<file path="src/rtl/core/mlt_pkg.sv">
// Shared types, codes and constants of the MAC learning table.
`default_nettype none
package mlt_pkg;

  localparam int unsigned TABLE_ENTRIES_DEF = 64;

  localparam int unsigned MAC_W      = 48;
  localparam int unsigned STAMP_W    = 48;
  localparam int unsigned PORT_W     = 8;
  localparam int unsigned CMD_W      = 3;
  localparam int unsigned STATUS_W   = 2;
  localparam int unsigned CFG_ADDR_W = 1;
  localparam int unsigned CFG_DATA_W = 48;

  typedef enum logic [CMD_W-1:0] {
    CMD_LEARN      = 3'd0,
    CMD_LOOKUP     = 3'd1,
    CMD_BEGIN_LOAD = 3'd2,
    CMD_STAGE      = 3'd3,
    CMD_COMMIT     = 3'd4
  } cmd_e;

  localparam logic [STATUS_W-1:0] STATUS_OK   = 2'd0;
  localparam logic [STATUS_W-1:0] STATUS_MISS = 2'd1;
  localparam logic [STATUS_W-1:0] STATUS_AGED = 2'd2;
  localparam logic [STATUS_W-1:0] STATUS_FULL = 2'd3;

  localparam logic [CFG_ADDR_W-1:0] REG_AGING_ENABLE    = 1'd0;
  localparam logic [CFG_ADDR_W-1:0] REG_AGING_THRESHOLD = 1'd1;

  typedef enum logic [2:0] {
    ST_IDLE,
    ST_SCAN,
    ST_DECIDE,
    ST_COPY,
    ST_DONE
  } state_e;

  typedef struct packed {
    logic [CMD_W-1:0]   command;
    logic [MAC_W-1:0]   mac_address;
    logic [STAMP_W-1:0] timestamp;
    logic [PORT_W-1:0]  egress_port;
  } in_beat_t;

  typedef struct packed {
    logic                hit;
    logic [PORT_W-1:0]   port_out;
    logic [STATUS_W-1:0] status;
  } out_beat_t;

  typedef struct packed {
    logic [MAC_W-1:0]   mac;
    logic [STAMP_W-1:0] stamp;
    logic [PORT_W-1:0]  port;
  } oper_entry_t;

  typedef struct packed {
    logic [MAC_W-1:0]  mac;
    logic [PORT_W-1:0] port;
  } admin_entry_t;

  typedef struct packed {
    logic eq;
    logic aged;
  } alu_res_t;

endpackage
`default_nettype wire

</file>
<file path="src/rtl/core/mlt_alu.sv">
// Shared key compare and age check unit.
`default_nettype none
module mlt_alu (
  input  wire logic [mlt_pkg::STAMP_W-1:0] a_i,
  input  wire logic [mlt_pkg::STAMP_W-1:0] b_i,
  input  wire logic [mlt_pkg::STAMP_W-1:0] thr_i,
  output mlt_pkg::alu_res_t                res_o
);
  import mlt_pkg::*;

  logic [STAMP_W:0] diff;

  assign diff       = {1'b0, a_i} - {1'b0, b_i};
  assign res_o.eq   = (a_i == b_i);
  assign res_o.aged = !diff[STAMP_W] && (diff[STAMP_W-1:0] >= thr_i);

endmodule
`default_nettype wire

</file>
<file path="config.mk">
export PLATFORM = sky130hd
export DESIGN_NAME = mlt_alu
export DESIGN_NICKNAME = d
export VERILOG_FILES = /design/src/rtl/core/mlt_pkg.sv /design/src/rtl/core/mlt_alu.sv
export SDC_FILE = /design/constraint.sdc
export NUM_CORES = 1
export LEC_CHECK = 0
export BUFFER_PORTS_ARGS = -buffer_cell sky130_fd_sc_hd__buf_2
export CAP_MARGIN = 20
export CORE_MARGIN = 2
export CORE_UTILIZATION = 49
export DETAILED_ROUTE_END_ITERATION = 8
export PLACE_DENSITY_LB_ADDON = 0.08
export SETUP_SLACK_MARGIN = 0.2
export SYNTH_ARGS = -nofsm -noshare
export SYNTH_HDL_FRONTEND = slang
export SYNTH_SLANG_ARGS = --single-unit
</file>
<file path="constraint.sdc">
create_clock -name vclk -period 3.6
set_clock_uncertainty 0.05 [all_clocks]
set_input_delay 0.36 -clock vclk [all_inputs]
set_output_delay 0.36 -clock vclk [all_outputs]
set_load 0.03 [all_outputs]
</file>
Word level (Yosys, flattened, before mapping)
Index checks and enable logic that the tools add are counted.

word-level totals
  register bits after elaboration = 0
  input bits = 144

cells by class
  add/sub/neg operators = 1
  magnitude comparators = 1
  equal/unequal tests = 1
  reduce and logical (&&, ||, !) cells = 2

operators by type and width
  operator           count
  $sub 48x48->49     1
  $eq 48x48->1       1
  $ge 48x48->1       1
  $logic_and 1x1->1  1
  $logic_not 1->1    1

Longest topological paths before layout
Gate-level depths: netlist (run 1).

  depth after elaboration = 3
  depth in mapped cells = 20
  depth with buffers taken out = 20

Least setup slack after synthesis (run 1)
No wires, ideal clock.

  kind = input-to-output
  start point = input b_i[19] (netlist name)
  end point = output res_o[0] (netlist name)
  arrival time = 3.996 ns
  required time = 3.190 ns
  setup slack = -0.806 ns
  cell stages on the path = 19
  path through = inv_1 ha_1 buf_4 a21oi_4 o211ai_1 a221oi_1 o221ai_1 o21ai_1 o21ai_2 a211o_1 xor2_1 ha_1 nand4_1 nor4_1 o21ai_0 o211ai_1 a21oi_1 a22o_1 a41oi_1

RTL lines
  item                line          RTL
  start: declaration  mlt_alu.sv:5  input wire logic [mlt_pkg::STAMP_W-1:0] b_i,
  end: declaration    mlt_alu.sv:7  output mlt_pkg::alu_res_t res_o

==> results of run 1 <==
[synth_stat cells (all sizes together), types with 4 or more instances]
cell type	count
o31ai	5
nor3	9
buf	11
o21bai	14
o21ai	32
a211oi	6
a221oi	4
ha	96
inv	118
o211ai	7
a21oi	74
nand3	21
nor2	33
nand2	46
xor2	17
nand4	17
a31oi	6
clkbuf	5
nand2b	6
a21o	26
nor2b	5
o21a	4
xnor2	26
[cells by family after synthesis]
kind of cell / count (synthesis) / share of synthesized area, %
AO/OA/AOI/OAI: 204 / 32.89
multiplexers: 1 / 0.2337
AND/OR/NAND/NOR: 154 / 17.47
buffers and inverters: 134 / 12.12
XOR/XNOR: 43 / 8.791
adder cells (fa/ha/maj): 97 / 28.50
[placed cells by master (no fill, tap or decap), types with 7 or more instances in the layout]
cell type / n
a21o_1: 25
a21oi_1: 59
a21oi_2: 9
buf_2: 143
buf_4: 171
ha_1: 78
ha_4: 16
inv_1: 110
inv_2: 7
nand2_1: 38
nand2_2: 7
nand3_1: 17
nand4_1: 17
nor2_1: 30
nor3_1: 7
o21ai_0: 19
o21ai_1: 8
o21bai_1: 13
xnor2_1: 26
xor2_1: 17
[routing by layer]
metal	global-route usage (%)	vias to the layer above	routed length [um]
met5	0	-	0
met4	5.342	0	229
met2	55.01	198	7273
met3	1.007	22	745
met1	38.73	2566	6760
li1	-	2850	-
[how the worst min path moves through the flow]
stage | startpoint | to | cells after the start
4_1_cts | a_i[47] | res_o[0] | 5
2_1_floorplan | a_i[30] | res_o[1] | 3
3_5_place_dp | a_i[47] | res_o[0] | 5
6_report | a_i[47] | res_o[0] | 5
5_1_grt | a_i[47] | res_o[0] | 5
3_3_place_gp | a_i[47] | res_o[0] | 5
[cell type report]
| type | instances | area [um2] | share of cell area (%) |
|---|---|---|---|
| timing repair buffer | 320 | 2067 | 29.65 |
| multi-input combinational | 499 | 4323 | 62.02 |
| inverter | 118 | 445.4 | 6.390 |
| tap | 108 | 135.1 | 1.939 |
[timing repair]
action,CTS,global route
buffers inserted,14,7
pin swaps,42,37
setup endpoints to repair,1,1
resized for setup,57,45
[stage by stage]
stage	cell area (um2)	cells	power (mW)	utilization (%)
floorplan	4342	633	0.7109	-
finish	6970	1045	1.364	81.12
global route	6970	1045	1.492	81.12
global placement	6276	1024	1.136	73.03
detailed placement	6276	1024	1.179	73.03
CTS	6713	1038	1.276	78.12
[worst min-delay path, delay by kind of cell]
family | cells | cell delay (ns)
compound gates | 2 | 0.32
fa+ha+maj | 1 | 0.14
buf+inv | 2 | 0.22
[report_power, final]
group / leakage (nW) / switching, mW / internal, mW
Combinational: 3.78 / 0.679 / 0.685
Clock: 0 / 0 / 0
Sequential: 0 / 0 / 0
Total: 3.78 / 0.679 / 0.685
==> run_results.csv, run 1 <==
group,metric,value,unit
synth,synth.avg_cell_area,6.768,um2
worst_setup_path,required,3.19,ns
sta,period_share,121.9,%
place,place.gp.congestion,0.9364,
layout,clock_buffers,0,
routing,ant_nets,0,
worst_setup_path,cpLargestDelayFamily,"compound AO/OA/AOI/OAI gates",
global_route,overflow,0,
power,power.density,195.7,mW/mm2
layout,diodes,0,
global_route,grt.total_usage,29.77,%
worst_setup_path,cp_num_buf_inv,4,
worst_setup_path,cp_cell_sequence,"buf_2 > inv_1 > ha_1 > nand4_1 > a21oi_2 > nor2_2 > o2111ai_4 > nand2_2 > a211oi_4 > buf_6 > a21boi_1 > xnor2_1 > ha_1 > nand4_1 > nor4_2 > o21ai_1 > o211ai_1 > a21oi_1 > a22o_1 > a41oi_4 > buf_6",
worst_setup_path,cp_slowest_cell,"ha_1",
floorplanning,coreArea,0.008593,mm2
synth,yosys.cell_types.count,62,
routing,wl,15.01,mm
worst_setup_path,endpoint,"res_o[0]",
synth,syn-cell-area,0.004284,mm2
sta,worst_slack,-0.7882,ns
sta,rsz0062_at_grt,"true",
worst_setup_path,path_depth,21,
place,dpl_worst_slack,-1.037,ns
synth,synth.area.top_cells,"ha_1, inv_1, a21oi_1",
clock_network,hold_buffers,0,
power,irDropWorstVdd,113.3,uV
layout,fill_cells,598,
global_route,grt_pass1_wl,24.76,mm
routing,dr.pass1.iters,5,
global_route,grt_pass1_vias,5703,
routing,vias_per_cell,5.393,
worst_setup_path,worst_setup_path_end_kind,"output port",
layout,seq_cells,0,
layout,drive_gt1_share,44.29,%
synth,netlist.area_leader.share,28.04,%
sta,fmax,227.9,MHz
routing,vias,5636,
routing,wire_per_inst,14.36,um
place,portBuffers,146,
floorplanning,ios,146,
layout,finalNetCount,1180,
global_route,grt_antenna_before_repair,0,
floorplanning,die_w,97.51,um
power,power_leakage,3.782,nW
worst_setup_path,crit_arrival,3.98,ns
outcome,status,"finished with violations",
place,post-dp-hpwl,12.08,mm
synth,synth_nets,874,
sta,setup_tns,-0.7882,ns
sta,worst_pin_slew,0.4474,ns
worst_setup_path,critPathMaxFanout,5,
floorplanning,rows,34,
global_route,grt_max_degree,8,
layout,final-seq-area,0,um2
routing,drc,0,
outcome,violations,"setup timing",
worst_setup_path,crit_type,"input pin to output port",
synth,yosys_warnings,0,
min_path,hp-class,"input pin to output port",
sta,holdWs,1.362,ns
layout,area_growth,62.70,%
worst_setup_path,critical_path.max_stage_delay,0.43,ns
floorplanning,dieArea,0.009507,mm2
synth,syn_inst,633,
sta,slew_headroom,69.94,%
sta,period_minus_slack,4.388,ns
sta,finalHoldViolCount,0,
sta,final_max_slew_viol_count,0,
synth,synth-seq-area-share,0,%
floorplanning,start_util,49.85,%
worst_setup_path,cp-start-kind,"input pin",
floorplanning,die_h,97.51,um
worst_setup_path,cp-startpoint,"b_i[7]",
job,cap_violations,0,
sta,setup_violations,1,
synth,synth_top_cell_by_area,"ha_1",
routing,drt_iter0_markers,241,
Power figures use the tool's default switching activity.
==> inputs of run 2 (changes only) <==
--- a/config.mk
+++ b/config.mk
@@ -5,13 +5,15 @@
 export SDC_FILE = /design/constraint.sdc
 export NUM_CORES = 1
 export LEC_CHECK = 0
-export BUFFER_PORTS_ARGS = -buffer_cell sky130_fd_sc_hd__buf_2
+export BUFFER_PORTS_ARGS = -buffer_cell sky130_fd_sc_hd__buf_4
 export CAP_MARGIN = 20
 export CORE_MARGIN = 2
 export CORE_UTILIZATION = 49
 export DETAILED_ROUTE_END_ITERATION = 8
+export GPL_TIMING_DRIVEN = 0
 export PLACE_DENSITY_LB_ADDON = 0.08
 export SETUP_SLACK_MARGIN = 0.2
 export SYNTH_ARGS = -nofsm -noshare
 export SYNTH_HDL_FRONTEND = slang
 export SYNTH_SLANG_ARGS = --single-unit
+export TNS_END_PERCENT = 20
==> run 2 against run 1 <==
- the run still ends with setup timing left
- final area shrank 5.7%
- sequential share of layout area is the same
- critical path depth down 1
- via count down 7.0%
- non-clock buffer count down 116
- clock-buffer cell count stayed put
- utilization shrank 4.6 points
- worst setup slack worse by 0.11 ns
- global-route usage shrank 3.6 points
==> run_results.csv, run 2 (synthesized netlist as in run 1, its figures left out) <==
group,metric,value,unit
worst_setup_path,cp_slowest_cell,"ha_1",
routing,ant_nets,0,
global_route,grt_max_degree,11,
sta,period_minus_slack,4.503,ns
floorplanning,start_util,49.85,%
floorplanning,coreArea,0.008593,mm2
layout,diodes,0,
worst_setup_path,required,3.19,ns
floorplanning,rows,34,
sta,setup_tns,-0.9026,ns
layout,seq_cells,0,
layout,final-seq-area,0,um2
layout,layout_common_cells,"buf_4, inv_1, ha_1, a21oi_1, nand2_1",
place,place.gp.congestion,0.9172,
worst_setup_path,endpoint,"res_o[0]",
clock_network,hold_buffers,0,
routing,wire_per_inst,15.04,um
layout,finalNetCount,1064,
place,dpl_worst_slack,-1.258,ns
place,post-dp-hpwl,10.85,mm
global_route,grt_pass1_wl,21.86,mm
worst_setup_path,worst_setup_path_end_kind,"output port",
sta,fmax,222.1,MHz
global_route,grt_pass1_vias,5000,
global_route,grt_antenna_before_repair,0,
global_route,overflow,0,
layout,final_common_cell,"buf_4",
outcome,violations,"setup timing",
sta,finalHoldViolCount,0,
worst_setup_path,cp-startpoint,"a_i[26]",
layout,drive_gt1_share,37.27,%
place,dpl-instance-area,0.005573,mm2
sta,rsz0062_at_grt,"true",
worst_setup_path,crit_type,"input pin to output port",
worst_setup_path,critical_path.max_stage_delay,0.31,ns
routing,vias_per_cell,5.643,
routing,dr.pass1.iters,4,
worst_setup_path,cp_cell_sequence,"buf_4 > ha_1 > buf_6 > a21o_1 > o21bai_1 > a31oi_1 > o221ai_2 > o21ai_2 > o21ai_4 > a211o_1 > xor2_1 > ha_1 > nand4_1 > nor4_2 > o21ai_1 > o211ai_1 > a21oi_1 > a22o_1 > a41oi_4 > buf_6",
global_route,grt.total_usage,26.21,%
layout,area_growth,53.45,%
layout,multiInputGateArea,0.004409,mm2
sta,period_share,125.1,%
floorplanning,dieArea,0.009507,mm2
job,cap_violations,0,
routing,wl,13.97,mm
power,power_leakage,3.372,nW
sta,final_max_slew_viol_count,0,
routing,drt_iter0_markers,158,
floorplanning,ios,146,
place,portBuffers,146,
power,power.density,192.9,mW/mm2
layout,fill_cells,658,
routing,vias,5242,
floorplanning,die_h,97.51,um
sta,worst_pin_slew,0.5825,ns
outcome,status,"finished with violations",
worst_setup_path,critPathMaxFanout,5,
floorplanning,die_w,97.51,um
routing,drc,0,
sta,setup_violations,1,
worst_setup_path,crit_arrival,4.09,ns
sta,holdWs,1.326,ns
layout,final_area,0.006574,mm2
worst_setup_path,cp-start-kind,"input pin",
sta,slew_headroom,60.93,%
min_path,hp-class,"input pin to output port",
sta,worst_slack,-0.9026,ns
power,irDropWorstVdd,109.7,uV
layout,clock_buffers,0,
==> run 2: changes by cell type in the layout (fill, tap and decap cells not counted), moves of 3 or more <==
cell      delta
a21oi_1      -3
a31oi_2      +3
buf_2      -142
buf_4       +13
buf_6        +7
clkbuf_1     +3
ha_1         -3
ha_2         +4
inv_1        +3
inv_2        -5
o21ai_2      -3
o21ai_4      +3
==> run 2: final cells by class <==
class,count,area share [%]
buffer,16,2.075
inverter,118,6.852
multi-input combinational,499,67.07
tap,108,2.056
timing repair buffer,188,21.95
==> run 2: critical path: cells and delay by family <==
kind                     cells  cell delay (ns)
AO/OA/AOI/OAI               12             2.14
XOR/XNOR                     1             0.15
adder cells (fa/ha/maj)      2             0.62
buffers and inverters        3             0.41
AND/OR/NAND/NOR              2             0.40
==> run 2: through the flow <==
step                util [%]  std cells  total power [mW]
finish                 76.50        929             1.268
global route           76.50        929             1.395
CTS                    70.57        906             1.116
detailed placement     64.85        887             1.012
global placement       64.85        887            0.9766
floorplan                  -        633            0.7109
==> run 2: worst min-delay path by stage <==
stage	slack, ns	from	cells after the start	to
final	1.33	a_i[43]	5	res_o[0]
after global routing	1.36	a_i[43]	5	res_o[0]
after CTS	1.33	a_i[43]	5	res_o[0]
after detailed placement	1.34	a_i[43]	5	res_o[0]
after global placement	1.33	a_i[43]	5	res_o[0]
after floorplan	1.13	a_i[30]	3	res_o[1]
==> run 2: repair_timing <==
item | in CTS | in global routing
pin swaps | 34 | 58
buffers inserted | 19 | 23
endpoints found under the setup margin | 1 | 1
gates resized for setup | 75 | 69
==> run 2: report_power, final <==
part | switching [mW] | internal (mW)
Clock | 0 | 0
Combinational | 0.654 | 0.614
Sequential | 0 | 0
Total | 0.654 | 0.614
==> run 2: routing by layer <==
metal | global-route usage (%) | up-vias | routed length (um)
met4 | 3.205 | 0 | 112
met5 | 0 | - | 0
met3 | 1.511 | 10 | 851
met1 | 35.44 | 2417 | 6250
met2 | 47.06 | 194 | 6755
li1 | - | 2621 | -
