$ cat config.mk
export PLATFORM = sky130hd
export DESIGN_NAME = mlt_ram
export DESIGN_NICKNAME = d
export VERILOG_FILES = /design/src/rtl/core/mlt_ram.sv
export SDC_FILE = /design/constraint.sdc
export NUM_CORES = 1
export LEC_CHECK = 0
export BUFFER_PORTS_ARGS = -buffer_cell sky130_fd_sc_hd__buf_2
export CAP_MARGIN = 20
export CORE_MARGIN = 2
export CORE_UTILIZATION = 55
export CTS_BUF_LIST = sky130_fd_sc_hd__clkbuf_8
export CTS_CLUSTER_DIAMETER = 60
export DETAILED_ROUTE_END_ITERATION = 6
export HOLD_SLACK_MARGIN = 0.02
export PLACE_DENSITY_LB_ADDON = 0.15
export SKIP_LAST_GASP = 1
export SYNTH_ARGS = -nofsm -noshare
export SYNTH_HDL_FRONTEND = slang
export SYNTH_SLANG_ARGS = --single-unit
$ cat constraint.sdc
create_clock -name clk_i -period 4.9 [get_ports clk_i]
set_input_delay 0.49 -clock clk_i [delete_from_list [all_inputs] [get_ports clk_i]]
set_output_delay 0.49 -clock clk_i [all_outputs]
set_load 0.005 [all_outputs]
$ cat src/rtl/core/mlt_ram.sv
// Single-port-write, registered-read table memory.
`default_nettype none
module mlt_ram #(
  parameter int unsigned Width = 8,
  parameter int unsigned Depth = 64
) (
  input  wire logic                     clk_i,
  input  wire logic                     we_i,
  input  wire logic [$clog2(Depth)-1:0] waddr_i,
  input  wire logic [Width-1:0]         wdata_i,
  input  wire logic [$clog2(Depth)-1:0] raddr_i,
  output logic      [Width-1:0]         rdata_o
);

  logic [Width-1:0] mem [Depth];

  always_ff @(posedge clk_i) begin
    if (we_i) begin
      mem[waddr_i] <= wdata_i;
    end
  end

  always_ff @(posedge clk_i) begin
    rdata_o <= mem[raddr_i];
  end

endmodule
`default_nettype wire

# Word level (Yosys, flattened, before mapping)
# Memories as Yosys holds them, arrays and structs flattened. A register that Yosys moved wholly into a read port is not among the register bits.
# Cells that the tools add are included.
dict set report word_totals {
  mem_count 1
  mem_bits_rw 512
  latch_bits 0
  ff_bits 0
  mem_bits_ro 0
}
# memory words width rd rd_clocked_by_memory_dff write_ports line
set memory_table {}
lappend memory_table {mem 64 8 1 1 1 15} ;# logic [Width-1:0] mem [Depth];
dict set report classes {
  shifts 0
  n_mux 2
  add_sub_neg 0
  n_lt_le_gt_ge 0
  n_div 0
  n_bitwise 0
  n_reduce_logical 0
  multipliers 0
  n_eq_ne 0
}
# cell n
set op_table {}
lappend op_table {{1-bit two-way mux} 2}

# Logic depth before layout (Yosys ltp)
# Gate-level depths: netlist of the first run.
dict set report logic_depth {
  word_depth 2
  ltp_mapped 9
  mapped_depth_nobuf 5
}

# Least setup slack after synthesis of the first run
# OpenSTA, ideal clock, no wires.
dict set report synth_timing {
  path_kind {input to register}
  from {input port raddr_i[1]}
  to {register rdata_o[3] (read register of mem)}
  required_time_ns 4.772
  t_arrival_ns 2.030
  setup_slack_ns 2.742
  setup_ns 0.128
  cell_stages 7
  path_buffers 3
  path_cell_list {buf_4 > buf_2 > buf_2 > mux4_2 > mux4_2 > o21ai_1 > o41ai_1}
}
# element line
set synth_lines {}
lappend synth_lines {{from (decl)} 11} ;# input wire logic [$clog2(Depth)-1:0] raddr_i,
lappend synth_lines {{to (decl)} 12} ;# output logic [Width-1:0] rdata_o

==> impl_metrics.toml, run 1 <==
[sta]
relSlewSlack_pct = 30.4
fin_crit_ps = 2530
finalSetupViolations = 0
clock.fmax_ghz = 0.395
period_share_pct = 51.7
fin_worst_skew_ps = 23.5
tns_ps = 0
slew_viol_final = 0
hold_viol = 0
hold_slack_ps = 267
rsz0062_at_grt = "false"
worst_pin_slew_ps = 1040

[floorplanning]
io_pins = 30
die-height_um = 195
dieArea_mm2 = 0.0382
initial_core_util_pct = 55.5
fp.coreArea_mm2 = 0.0363
rows = 70
die_width_um = 195

[cts]
cts_made_buffers = 83
cts_sinks = 520
clk_path_buf_depth = 3
htree_levels = 3
insertion_delay_ps = 630
path_clk_slew_ps = 60
hold_buffers = 0
cts_setup_buffers = 0
cts_tree = "done"
cts_resized = 0
clock-root-buffer = "clkbuf_8"

[status]
status = "finished clean"

[critical_path]
rr_startpoint = "mem[29][4]"
reg2reg_to = "rdata_o[4]"
cp.required_ps = 5360
endpoint_kind = "register"
cpMaxStageDelayCell = "nor3_1"
r2r_setup_slack_ps = 2500
critical_path_class = "input pin to register"
crit_start = "raddr_i[0]"
critPathArrivalTime_ps = 3000
path_cells = "clkbuf_8 -> mux4_2 -> mux2_2 -> o221a_2 -> nor3_1 -> o32ai_1"
slowest_delay_ps = 640
crit_end = "rdata_o[4]"
critPathLaunchType = "input pin"
rr_worst_depth = 5
path_max_fanout = 44

[drt]
drcViolationCount = 0
drt_pass1_iterations = 6
via_per_inst = 6.20
routed-via-count = 9627
wl_per_cell_um = 28.2
drt_wl_total_um = 43700
ant_nets = 0
drt_iter0_markers = 775

[placement]
dp_hpwl_um = 26100
dp_cells = 1404
gp_congestion = 0.784
numPortBuffers = 29

[synth]
netlist_instances = 940
synth.distinct_cells = 40
syn-num-nets = 962
yosysTopAreaCell = "edfxtp_1"
ys_seq_area_share_pct = 77.0
yosys-top-cells-area = "edfxtp_1, mux4_2, nor2_1, mux2i_1, dfxtp_1"
synthesis.area_mm2 = 0.0202
yosysWarnings = 0
ys_ff_latch = 520
avgSynthCellArea_um2 = 21.5
yosys.area.top_type_share_pct = 76.2

[run]
cap_violations = 0

[global_route]
antenna_found_initial = 1
grt_pass1_vias = 9823
overflow = 0
grt_pass1_wl_um = 65200
grt_max_degree = 65
gr-usage-all-layers_pct = 23.9

[power_and_ir_drop]
p_leak_nw = 7.03
peakVddDrop_uv = 252
power.density_mw_per_mm2 = 390

[hold_path]
hp-class = "input pin to register"

[finish]
final_core_util_pct = 61.2
final_nets = 1044
drive_gt1_share_pct = 26.6
syn_to_final_growth_pct = 10.4
layout.cells.non_filler = 1552
-- worst min-delay path by stage --
stage,depth (start not counted),start,end
after global placement,4,mem[0][7],rdata_o[7]
final,1,wdata_i[7],mem[16][7]
after global routing,1,wdata_i[7],mem[16][7]
after CTS,1,wdata_i[3],mem[11][3]
after detailed placement,4,mem[5][7],rdata_o[7]
after floorplan,0,wdata_i[0],mem[0][0]
-- cell families (layout without fill, tap and decap cells) --
| family | Yosys count | count (layout) | share of synthesized area, % |
|---|---|---|---|
| and+or+nand+nor | 153 | 153 | 3.39 |
| other | 0 | 1 | 0 |
| buffers and inverters | 51 | 194 | 1.57 |
| DFF | 520 | 520 | 77.0 |
| muxes | 162 | 162 | 15.9 |
| AOI/OAI and AO/OA | 54 | 54 | 2.07 |
-- final cells by class --
class / instances / area (um^2)
flip-flops and latches: 520 / 15500
fillers: 2574 / 14100
multi-input cells: 369 / 4320
clock buffers: 85 / 1170
well taps: 468 / 586
repair buffers: 48 / 364
clock inverters: 61 / 289
diodes: 1 / 2.50
-- cell usage in the layout (no fill, tap or decap), drive strengths merged, types with 3 or more instances in the layout --
| master | count |
|---|---|
| edfxtp | 512 |
| mux2i | 23 |
| nand2b | 7 |
| mux2 | 13 |
| a221oi | 6 |
| clkinvlp | 4 |
| buf | 47 |
| nor3 | 7 |
| clkinv | 24 |
| a22oi | 3 |
| a21oi | 3 |
| nor2 | 83 |
| o2bb2ai | 3 |
| o2111ai | 3 |
| nor2b | 14 |
| o221ai | 8 |
| mux4 | 126 |
| dfxtp | 8 |
| o21ai | 4 |
| o22ai | 8 |
| nand3 | 13 |
| a211oi | 4 |
| inv | 32 |
| clkbuf | 86 |
| nand3b | 3 |
| nand2 | 19 |
-- registers in the layout, indices dropped and copies added, names as in the netlist --
register	flops
mem	512
rdata_o	8
-- cell usage after synthesis, drive strengths merged --
cell type / instances
edfxtp: 512
mux4: 126
nor2: 83
buf: 34
mux2i: 23
nand2: 19
clkbuf: 17
nor2b: 14
mux2: 13
nand3: 13
dfxtp: 8
o221ai: 8
o22ai: 8
nand2b: 7
nor3: 7
a221oi: 6
a211oi: 4
o21ai: 4
a21oi: 3
a22oi: 3
nand3b: 3
o2111ai: 3
o2bb2ai: 3
a2111oi: 2
nand4: 2
nor4: 2
o21a: 2
o221a: 2
o32ai: 2
o41ai: 2
a31oi: 1
and2: 1
nand4b: 1
o311ai: 1
or3: 1
-- through the flow --
step,area [um^2],setup slack (ps),total power [mW]
5_1_grt,22300,2270,8.96
6_report,22300,2370,8.69
4_1_cts,22200,2450,8.76
3_3_place_gp,20700,1760,5.47
3_5_place_dp,20800,1790,5.48
2_1_floorplan,20200,2740,5.29
-- where the power goes --
part           internal (mW)  leakage, nW  switching (mW)
Clock                   1.66        0.849            1.64
Sequential              4.93         4.67          0.0155
Combinational          0.170         1.51           0.277
-- worst max-delay path, delay by kind of cell --
family                 cells  cell delay [ps]
AND/OR/NAND/NOR            1              640
AO/OA/AOI/OAI              2              480
multiplexers               2              860
buffers and inverters      1              480
-- layer usage --
| metal | global-route usage, % | routed length [um] | vias to the layer above |
|---|---|---|---|
| li1 | - | - | 4113 |
| met1 | 33.7 | 18200 | 5062 |
| met2 | 37.9 | 21600 | 368 |
| met4 | 7.44 | 1040 | 0 |
| met3 | 5.16 | 2940 | 84 |
| met5 | 0 | 0 | - |
No activity file was read; power rests on OpenSTA's default activity.
==> run 2, diff against run 1 <==
==> constraint.sdc (replaced) <==
create_clock -name clk_i -period 2.2 [get_ports clk_i]
set_input_delay 0.22 -clock clk_i [delete_from_list [all_inputs] [get_ports clk_i]]
set_output_delay 0.22 -clock clk_i [all_outputs]
set_load 0.005 [all_outputs]
==> impl_metrics.toml, run 2 (synthesis gave the netlist of run 1 again) <==
[status]
status = "finished clean"

[cts]
cts_made_buffers = 82
cts_sinks = 520
clk_path_buf_depth = 3
clock-root-buffer = "clkbuf_8"
insertion_delay_ps = 630
path_clk_slew_ps = 60
cts_setup_buffers = 0
htree_levels = 3
cts_tree = "done"

[sta]
fin_worst_skew_ps = 16.3
worst_pin_slew_ps = 885
slew_viol_final = 0
worst_slack_ps = 117
relSlewSlack_pct = 41.0
clock.fmax_ghz = 0.480
hold_viol = 0
finalSetupViolations = 0
period_share_pct = 94.7
hold_slack_ps = 71.2
fin_crit_ps = 2080
rsz0062_at_grt = "false"
tns_ps = 0

[finish]
top_regs = "mem (512), rdata_o (8)"
final_nets = 1163
largest_register_ffs = 512
final_cell_mix = "edfxtp_1, buf_4, mux4_2"
design_area_mm2 = 0.0233
syn_to_final_growth_pct = 15.4
mostFrequentLayoutCell = "edfxtp_1"
top_register = "mem"
drive_gt1_share_pct = 34.0
nFillCells = 2474

[critical_path]
endpoint_kind = "register"
critPathLaunchType = "register"
path_cells = "mux4_2 -> mux2_2 -> o221a_2 -> nor3_1 -> buf_4 -> o32ai_1"
slowest_delay_ps = 480
rr_worst_depth = 6
critical_path_class = "register to register"
r2r_setup_slack_ps = 120
rr_startpoint = "mem[20][4]"
cpMaxStageDelayCell = "mux4_2"
path_max_fanout = 1
cp.required_ps = 2690
critPathArrivalTime_ps = 2570
reg2reg_to = "rdata_o[4]"

[power_and_ir_drop]
p_int_mw = 15.3
peakVddDrop_uv = 674
power.total_mw = 19.6
switching_share_pct = 21.9
p_switching_mw = 4.29
power.density_mw_per_mm2 = 841
power_frac_clock_pct = 38.2
pwr-share-seq_pct = 56.2
power_frac_comb_pct = 5.6
p_leak_nw = 7.69

[placement]
pre_cts_slack_ps = -101
gp_congestion = 0.817
place_area_mm2 = 0.0218
numPortBuffers = 29
dp_hpwl_um = 29700

[hold_path]
hp-class = "input pin to register"
holdCritStartpoint = "raddr_i[5]"
hold_depth = 3
min_to = "rdata_o[2]"

[drt]
routed-via-count = 10100
wl_per_cell_um = 27.5
drt_iter0_markers = 1057
via_per_inst = 6.04
drt_pass1_iterations = 5
drt_wl_total_um = 46000
ant_nets = 0
drcViolationCount = 0

[global_route]
antenna_found_initial = 3
gr-usage-all-layers_pct = 25.0
grt_pass1_vias = 10600
grt_max_degree = 65
overflow = 0
grt_pass1_wl_um = 67800

[floorplanning]
die_width_um = 195
die-height_um = 195
rows = 70
dieArea_mm2 = 0.0382
fp.coreArea_mm2 = 0.0363
initial_core_util_pct = 55.5
io_pins = 30

[run]
cap_violations = 0
run 2: cell types whose count changed in the layout (fill, tap and decap cells not counted), moves of 4 or more:
cell,previous run,this run
buf_12,5,11
clkinv_1,17,22
clkinv_2,7,11
buf_4,16,129
inv_1,30,24
run 2: layout make-up:
cell class,instances,area (um^2),share of cell area [%]
Clock inverter,61,303,1.30
Tap cell,468,586,2.52
Multi-Input combinational cell,369,4320,18.5
Sequential cell,520,15500,66.8
Clock buffer,86,1180,5.09
Antenna cell,3,7.51,0.0323
Timing Repair Buffer,168,1340,5.77
run 2: worst max-delay path by stage:
stage / from / endpoint / cells after the start
6_report: mem[20][4] / rdata_o[4] / 6
5_1_grt: mem[21][6] / rdata_o[6] / 6
4_1_cts: mem[21][4] / rdata_o[4] / 6
3_5_place_dp: raddr_i[1] / rdata_o[1] / 7
3_3_place_gp: raddr_i[0] / rdata_o[1] / 7
2_1_floorplan: raddr_i[1] / rdata_o[3] / 7
run 2: worst max-delay path, delay by kind of cell, from the launching register on:
kind / cells / cell delay (ps)
AOI/OAI and AO/OA: 2 / 370
muxes: 2 / 760
buffers and inverters: 1 / 200
and+or+nand+nor: 1 / 260
DFF: 1 / 360
run 2: power by group through the flow:
stage / Clock (mW) / Combinational [mW] / Sequential (mW)
global placement: 0 / 1.08 / 11.2
floorplan: 0 / 0.584 / 11.2
detailed placement: 0 / 1.11 / 11.2
CTS: 7.60 / 1.11 / 11.0
finish: 7.47 / 1.10 / 11.0
global route: 8.01 / 1.17 / 11.0
run 2: stage by stage:
step	utilization, %	std cells
6_report	64.0	1675
5_1_grt	64.0	1672
4_1_cts	64.0	1672
3_5_place_dp	59.9	1524
3_3_place_gp	59.9	1524
2_1_floorplan	-	940
run 2: repair_timing:
action | in CTS | in global routing
endpoints found under the hold margin | 12 | 0
resized for setup | 0 | 0
hold buffers | 1 | 0
run 2: metal layers:
layer  vias up  part of all wire, %  GRT usage [%]  routed length, um
met3        82                  7.1           5.08               3250
met1      5316                   41           34.8              18800
met4         2                  2.8           8.57               1300
li1       4344                    -              -                  -
met5         -                0.022              0                 10
met2       366                   49           40.2              22700
==> run 3, diff against run 2 <==
--- a/config.mk
+++ b/config.mk
@@ -5,13 +5,13 @@
 export SDC_FILE = /design/constraint.sdc
 export NUM_CORES = 1
 export LEC_CHECK = 0
-export BUFFER_PORTS_ARGS = -buffer_cell sky130_fd_sc_hd__buf_2
 export CAP_MARGIN = 20
 export CORE_MARGIN = 2
 export CORE_UTILIZATION = 55
 export CTS_BUF_LIST = sky130_fd_sc_hd__clkbuf_8
 export CTS_CLUSTER_DIAMETER = 60
 export DETAILED_ROUTE_END_ITERATION = 6
+export DONT_BUFFER_PORTS = 1
 export HOLD_SLACK_MARGIN = 0.02
 export PLACE_DENSITY_LB_ADDON = 0.15
 export SKIP_LAST_GASP = 1
==> impl_metrics.toml, run 3 (synthesis gave the netlist of run 1 again) <==
[drt]
ant_nets = 0
drcViolationCount = 0
via_per_inst = 6.15
drt_pass1_iterations = 7
drt_wl_total_um = 44300
wl_per_cell_um = 27.8
drt_iter0_markers = 957
routed-via-count = 9800

[floorplanning]
dieArea_mm2 = 0.0382
io_pins = 30
rows = 70
initial_core_util_pct = 55.5
die_width_um = 195
die-height_um = 195
fp.coreArea_mm2 = 0.0363

[critical_path]
critPathArrivalTime_ps = 2650
critPathLaunchType = "register"
cp.required_ps = 2670
rr_worst_depth = 4
path_max_fanout = 1
rr_startpoint = "mem[46][0]"
r2r_setup_slack_ps = 20
reg2reg_to = "rdata_o[0]"
endpoint_kind = "register"
critical_path_class = "register to register"

[finish]
top_regs = "mem (512), rdata_o (8)"
drive_gt1_share_pct = 28.7
diodes = 0
largest_register_ffs = 512
syn_to_final_growth_pct = 13.2
mostFrequentLayoutCell = "edfxtp_1"
final_nets = 1094
final_core_util_pct = 62.8
top_register = "mem"
final_cell_mix = "edfxtp_1, mux4_2, clkbuf_8"

[cts]
path_clk_slew_ps = 60
cts_setup_buffers = 0
cts_tree = "done"
clk_path_buf_depth = 3
clock-root-buffer = "clkbuf_8"
insertion_delay_ps = 630
hold_buffers = 21
cts_made_buffers = 84
cts_sinks = 520
htree_levels = 3

[power_and_ir_drop]
switching_share_pct = 20.8
p_int_mw = 15.2
power.total_mw = 19.2
peakVddDrop_uv = 598
power.density_mw_per_mm2 = 839
power_frac_clock_pct = 38.3
pwr-share-seq_pct = 57.5
p_switching_mw = 3.99
power_frac_comb_pct = 4.2
p_leak_nw = 7.38

[global_route]
grt_max_degree = 138
gr-usage-all-layers_pct = 24.3
grt_pass1_vias = 10200
grt_pass1_wl_um = 66300
overflow = 0
antenna_found_initial = 0

[status]
violations = "hold timing"
status = "finished, violations left"

[hold_path]
hold_depth = 1
hp-class = "input pin to register"
holdCritStartpoint = "raddr_i[5]"
min_to = "rdata_o[3]"

[sta]
slew_viol_final = 0
fin_crit_ps = 2180
fin_worst_skew_ps = 23.2
hold_slack_ps = -283
clock.fmax_ghz = 0.459
worst_pin_slew_ps = 808
finalSetupViolations = 0
hold_viol = 8
relSlewSlack_pct = 46.2
rsz0062_at_grt = "false"
period_share_pct = 99.0

[placement]
gp_congestion = 0.786
numPortBuffers = 0
dp_hpwl_um = 24900

[run]
cap_violations = 0
-- run 3: stage by stage --
stage	hold WS, ps	TNS [ps]	instance area (um^2)	std cells	worst slack, ps
after floorplan	319	0	20200	940	312
after global placement	323	-154	21000	1433	-154
after detailed placement	324	-171	21000	1433	-171
after CTS	-319	0	22800	1594	8.58
after global routing	-290	0	22800	1594	17.3
final	-283	0	22800	1594	22.7
-- run 3: critical path: stages, from the launching register on --
cell and delay (ps):
edfxtp_1 370, mux4_2 490, mux2_2 320, a221oi_1 680
o2bb2ai_1 160
-- run 3: routing by layer --
layer,up-vias,GRT usage (%),routed length [um]
met4,0,8.57,1220
li1,4202,-,-
met5,-,0,0
met3,89,5.35,3240
met1,5135,34.5,18300
met2,374,38.0,21500
-- run 3: power groups by stage --
stage          clock network [mW]  registers (mW)  logic (mW)
4_1_cts                      7.54            11.0       0.813
2_1_floorplan                   0            11.2       0.584
6_report                     7.34            11.0       0.802
3_5_place_dp                    0            11.2       0.582
5_1_grt                      7.97            11.0       0.856
3_3_place_gp                    0            11.2       0.579
-- run 3: final cells by class --
| class | count | area, um^2 |
|---|---|---|
| clock inverter | 51 | 231 |
| tap | 468 | 586 |
| sequential | 520 | 15500 |
| fill | 2488 | 13500 |
| clock buffer | 89 | 1220 |
| timing repair buffer | 97 | 921 |
| multi-input combinational | 369 | 4330 |
-- run 3: worst max-delay path by stage --
stage / startpoint / end / depth (start not counted)
after floorplan: raddr_i[1] / rdata_o[3] / 7
after global placement: mem[3][5] / rdata_o[5] / 5
after detailed placement: mem[3][5] / rdata_o[5] / 5
after CTS: mem[3][5] / rdata_o[5] / 5
after global routing: mem[59][1] / rdata_o[1] / 6
final: mem[46][0] / rdata_o[0] / 4
-- run 3: timing repair --
item | in CTS | in global routing
endpoints found under the setup margin | 1 | 2
cloned | 0 | 0
hold endpoints to repair | 570 | 8
pin swaps | 0 | 0
resized for setup | 1 | 2
